===== config.mk =====
export PLATFORM = sky130hd
export DESIGN_NAME = vdt_ctrl
export DESIGN_NICKNAME = d
export VERILOG_FILES = /design/src/design/vdt_pkg.sv /design/src/design/vdt_ctrl.sv
export SDC_FILE = /design/constraint.sdc
export NUM_CORES = 1
export LEC_CHECK = 0
export BUFFER_PORTS_ARGS = -buffer_cell sky130_fd_sc_hd__buf_2
export CAP_MARGIN = 10
export CORE_AREA = 2 2 39 41
export DETAILED_ROUTE_END_ITERATION = 8
export DIE_AREA = 0 0 41 43
export GPL_TIMING_DRIVEN = 0
export PLACE_DENSITY = 0.37
export SLEW_MARGIN = 20
export SYNTH_ARGS = -nofsm -noshare
export SYNTH_HDL_FRONTEND = slang
export SYNTH_SLANG_ARGS = --single-unit

===== constraint.sdc =====
create_clock -name clk -period 1.5 [get_ports clk]
set_input_delay 0.45 -clock clk [delete_from_list [all_inputs] [get_ports clk]]
set_output_delay 0.45 -clock clk [all_outputs]
set_load 0.01 [all_outputs]

===== src/design/vdt_pkg.sv =====
// vdt_pkg: shared types, operation codes and sizing constants for the
// vertex deduplication table. No dependencies; compiled first.
package vdt_pkg;

  // Default table size (entries) and fixed field widths
  localparam int TABLE_DEPTH_DEF = 1024;
  localparam int COORD_W         = 32;
  localparam int OP_W            = 2;
  localparam int RIDX_W          = 10;
  localparam int VIDX_W          = 10;
  localparam int TOTAL_W         = 11;

  // Operation codes; code 3 is unused and only reports the count
  localparam logic [OP_W-1:0] OP_CLEAR  = 2'd0;
  localparam logic [OP_W-1:0] OP_SUBMIT = 2'd1;
  localparam logic [OP_W-1:0] OP_READ   = 2'd2;

  // Controller to datapath commands
  typedef struct packed {
    logic load;          // latch the accepted transaction
    logic scan_en;       // step the linear search one entry
    logic rd_idx_en;     // read the entry named by read_index
    logic latch_search;  // capture search outcome
    logic commit;        // update table and result register
  } cmd_t;

  // Datapath to controller status
  typedef struct packed {
    logic [OP_W-1:0] op;  // operation of the latched transaction
    logic            hit;   // compared entry matches
    logic            miss;  // search exhausted without a match
  } stat_t;

endpackage


===== src/design/vdt_ctrl.sv =====
// vdt_ctrl: sequencing state machine of the vertex deduplication table.
// Drives the handshakes and the datapath commands. Depends on vdt_pkg.
module vdt_ctrl (
  input  logic           clk,
  input  logic           rst_n,
  input  logic           in_valid,
  output logic           in_ready,
  output logic           out_valid,
  input  logic           out_ready,
  input  vdt_pkg::stat_t stat,
  output vdt_pkg::cmd_t  cmd
);
  import vdt_pkg::*;

  localparam logic [2:0] S_IDLE     = 3'd0;
  localparam logic [2:0] S_DISPATCH = 3'd1;
  localparam logic [2:0] S_SCAN     = 3'd2;
  localparam logic [2:0] S_READ     = 3'd3;
  localparam logic [2:0] S_FINISH   = 3'd4;

  logic [2:0] state_r, state_nxt;
  logic       out_valid_r, out_valid_nxt;
  logic       in_fire;
  logic       out_free;

  assign in_ready  = (state_r == S_IDLE) && rst_n;
  assign in_fire   = in_valid && in_ready;
  assign out_valid = out_valid_r;
  // result register can take a new result this cycle
  assign out_free  = !out_valid_r || out_ready;

  // next state and commands
  always_comb begin
    state_nxt     = state_r;
    out_valid_nxt = out_valid_r;
    cmd           = '0;
    if (out_valid_r && out_ready) begin
      out_valid_nxt = 1'b0;
    end
    unique case (state_r)
      S_IDLE: begin
        if (in_fire) begin
          cmd.load  = 1'b1;
          state_nxt = S_DISPATCH;
        end
      end
      S_DISPATCH: begin
        // route by the operation latched on accept
        unique case (stat.op)
          OP_SUBMIT: state_nxt = S_SCAN;
          OP_READ:   state_nxt = S_READ;
          default:   state_nxt = S_FINISH;
        endcase
      end
      S_SCAN: begin
        if (stat.hit || stat.miss) begin
          cmd.latch_search = 1'b1;
          state_nxt        = S_FINISH;
        end else begin
          cmd.scan_en = 1'b1;
        end
      end
      S_READ: begin
        cmd.rd_idx_en = 1'b1;
        state_nxt     = S_FINISH;
      end
      S_FINISH: begin
        if (out_free) begin
          cmd.commit    = 1'b1;
          out_valid_nxt = 1'b1;
          state_nxt     = S_IDLE;
        end
      end
      default: state_nxt = S_IDLE;
    endcase
  end

  always_ff @(posedge clk) begin
    if (!rst_n) begin
      state_r     <= S_IDLE;
      out_valid_r <= 1'b0;
    end else begin
      state_r     <= state_nxt;
      out_valid_r <= out_valid_nxt;
    end
  end

endmodule


# Yosys cells after proc, flatten, opt, wreduce, memory -nomap -nowiden
# Index checks and enable logic that the tools add are counted.
# W data, S select, Z words.
# word_totals
regBits,4
input_bits,8
output_inout_bits,7
wordCells,36
# classes
n_eq_ne,9
n_mux,17
reduce_logical,8
# ops
operator,n
$pmux W3 S5,1
$mux W1,12
$mux W3,3
$eq A3 B2 Y1 const B,2
$ne A2 B2 Y1 const B,3
$pmux W3 S2,1
$eq A3 B1 Y1 const B,1
$eq A3 B3 Y1 const B,1
$logic_and A1 B1 Y1,3
$logic_not A3 Y1,1
$reduce_and A3 Y1,1
$eq A2 B1 Y1 const B,1
$eq A2 B2 Y1 const B,1
$logic_or A1 B1 Y1,2
$logic_not A1 Y1,1

# Depth between registers and ports, before layout
# logic_depth
word_depth,5
mapped_depth,5
mapped_depth_nobuf,5

# Least setup slack after synthesis
# No wires, ideal clock.
# synth_path
path_type,input to output
from,in rst_n
to,out cmd[4] (netlist bit)
t_arrival_ns,0.950
required_ns,1.050
path_slack_ns,0.100
path_stages,3
path_buffers,0
cell_sequence,nand2b_1 -> nor3_2 -> and2_1
# synth_lines
item,line,text
start: declaration,vdt_ctrl.sv:5,"input logic rst_n,"
end: declaration,vdt_ctrl.sv:11,output vdt_pkg::cmd_t cmd

==> impl_metrics.env <==
export IMPL_htreeDepth=1
export IMPL_fin_setup_tns_ps=-28.1
export IMPL_routabilityCongestion=0.647
export IMPL_synthAdderAreaFrac=0.0524
export IMPL_power_density_nw_per_um2=841
export IMPL_ctsHoldBuffers=0
export IMPL_dieArea_sq_um=1760
export IMPL_final_util=0.278
export IMPL_cp_arrival_ps=1070
export IMPL_synth_fp_nets=40
export IMPL_synth_async_sr_flop_share=0
export IMPL_r2r_start="state_r[2]"
export IMPL_peakVddDrop_v=0.000196
export IMPL_skew_ps=5.32
export IMPL_numCtsBuffers=3
export IMPL_diodes=0
export IMPL_hold_ws_ps=494
export IMPL_insertion_delay_ps=230
export IMPL_fp_row_count=14
export IMPL_io_pins=15
export IMPL_ant_nets=0
export IMPL_first_global_vias=238
export IMPL_finalNonFillerCells=65
export IMPL_p_leak_nw=0.188
export IMPL_status="complete, but fails checks"
export IMPL_path_clk_slew_ps=40
export IMPL_finalSetupViolations=2
export IMPL_fmaxAchievable_mhz=659
export IMPL_post_route_period_util=1.01
export IMPL_postSynthCellCount=31
export IMPL_hold_viol=0
export IMPL_worstSetupStartpoint="state_r[2]"
export IMPL_hold_path_class="primary input to flop"
export IMPL_syn_to_final_growth_pct=60.7
export IMPL_crit_slowest_cell="dfxtp_2"
export IMPL_synth_area_leaders="dfxtp_1 34%, nor2_1 7.9%, ha_1 5.2%"
export IMPL_finalWirelength_um=548
export IMPL_via_count=260
export IMPL_drc=0
export IMPL_dpl_hpwl_um=430
export IMPL_rsz0062_at_grt="true"
export IMPL_synth_area_sq_um=239
export IMPL_chipHeight_um=43
export IMPL_synth_xor_area_share=0
export IMPL_layout_common_cells="14 x buf_2, 4 x nor2_1, 3 x clkbuf_4"
export IMPL_required_ps=1050
export IMPL_crit_chain="nand2b_1, nor4_1, buf_2"
export IMPL_synth_top_area_cell="dfxtp_1"
export IMPL_critPathMaxFanout=4
export IMPL_grt_start_max_net_pins=9
export IMPL_start_util=0.173
export IMPL_path_buf_inv=1
export IMPL_cts_tree="yes"
export IMPL_ys_seq_area_frac=0.335
export IMPL_dr_pass1_iters=1
export IMPL_synth_ff_type="dfxtp_1"
export IMPL_clkSinkCount=4
export IMPL_violations="setup timing"
export IMPL_fp_dieW_um=41
export IMPL_drv_slew=0
export IMPL_synthMuxAreaShare=0.0419
export IMPL_wl_per_cell_um=8.43
export IMPL_cts_root_buf="clkbuf_4"
export IMPL_synth_top_family_by_area="simple AND/OR/NAND/NOR gates"
export IMPL_cpPeakStageDelay_ps=320
export IMPL_antenna_found_initial=0
export IMPL_relSlewSlack=0.843
export IMPL_port_buffers=14
export IMPL_drive_gt1_frac=0.510
export IMPL_yosysWarnings=0
export IMPL_power_mw=0.323
export IMPL_maxCapViolCount=0
export IMPL_setup_slack_ps=-16.4
export IMPL_nFillCells=156
export IMPL_viasPerCell=4.00
export IMPL_netlist_area_leader_share=0.335
export IMPL_ys_types=18
export IMPL_synth_edff_count=0
export IMPL_crit_path_end_kind="output pin"
export IMPL_tightest_slew_ps=234
export IMPL_first_iter_violations=0
export IMPL_fin_nets=60
export IMPL_synth_simple_area_share=0.366
export IMPL_layout_commonest_cell="buf_2"
export IMPL_hold_start="rst_n"
export IMPL_coreArea_sq_um=1380
export IMPL_overflow=0
export IMPL_worstSetupPathType="flop to output pin"
export IMPL_fin_crit_ps=1520
export IMPL_cts_max_path_buffers=2
export IMPL_synth_avg_cell_area_sq_um=7.71
export IMPL_synth_compound_gate_area_share=0.152
export IMPL_placedCellCount=61
export IMPL_cp_top_family="simple AND/OR/NAND/NOR gates"
export IMPL_cp_start_kind="flop"
export IMPL_grt_usage=0.0692
export IMPL_grt_pass1_wl_um=821
export IMPL_ys_ff_latch=4
[metrics by stage]
stage,area [sq um],setup WS [ps]
global placement,329,-24.6
global route,384,-93.2
finish,384,-16.4
CTS,384,-97.2
detailed placement,329,-29.1
floorplan,239,100
[repair_timing]
| action | 4_1_cts | 5_1_grt |
|---|---|---|
| endpoints found under the setup margin | 6 | 5 |
| pin swaps | 4 | 2 |
| buffers inserted | 2 | 0 |
| gates resized for setup | 8 | 0 |
[layer usage]
layer  share of wire  vias to the layer above  global-route usage  wire length [um]
met2            0.50                        7              0.0969               276
li1                -                      145                   -                 -
met1            0.44                      108              0.0833               243
met3           0.051                        0                   0                28
met4               0                        0              0.0800                 0
met5               0                        -                   0                 0
[cells in the mapped netlist, types with 2 or more instances]
cell type	n
dfxtp_1	4
inv_1	2
a21oi_1	2
nor3_1	2
nor2_1	5
o21ai_1	2
nand2b_1	2
nor2b_1	2
[cells by family after synthesis]
group	after synthesis
AO/OA/AOI/OAI	6
adder cells (fa/ha/maj)	1
buffers and inverters	3
flip-flops	4
multiplexers	1
AND/OR/NAND/NOR	16
[worst paths after layout]
| path | end | slack [ps] | depth (start not counted) |
|---|---|---|---|
| setup / recovery | cmd[3] | -20 | 3 |
| hold / removal | out_valid | 490 | 2 |
| setup reg to reg | state_r[2] | 550 | 4 |
| hold reg to reg | state_r[0] | 500 | 1 |
[sequential cells by signal (all words and copies together) (netlist names)]
| register | count |
|---|---|
| out_valid | 1 |
| state_r | 3 |
[power by group]
part	internal (mW)	switching (mW)	total, mW
Sequential	0.113	0.0110	0.124
Clock	0.0895	0.0431	0.133
Combinational	0.0358	0.0307	0.0665
[layout make-up]
type	count	area [sq um]	area share
sequential	4	86.3	0.225
timing repair buffer	16	85.1	0.221
inverter	2	7.51	0.0195
tap	16	20.0	0.0521
multi-input combinational	24	163	0.423
clock buffer	3	22.5	0.0586
(Power assumes the default switching activity.)
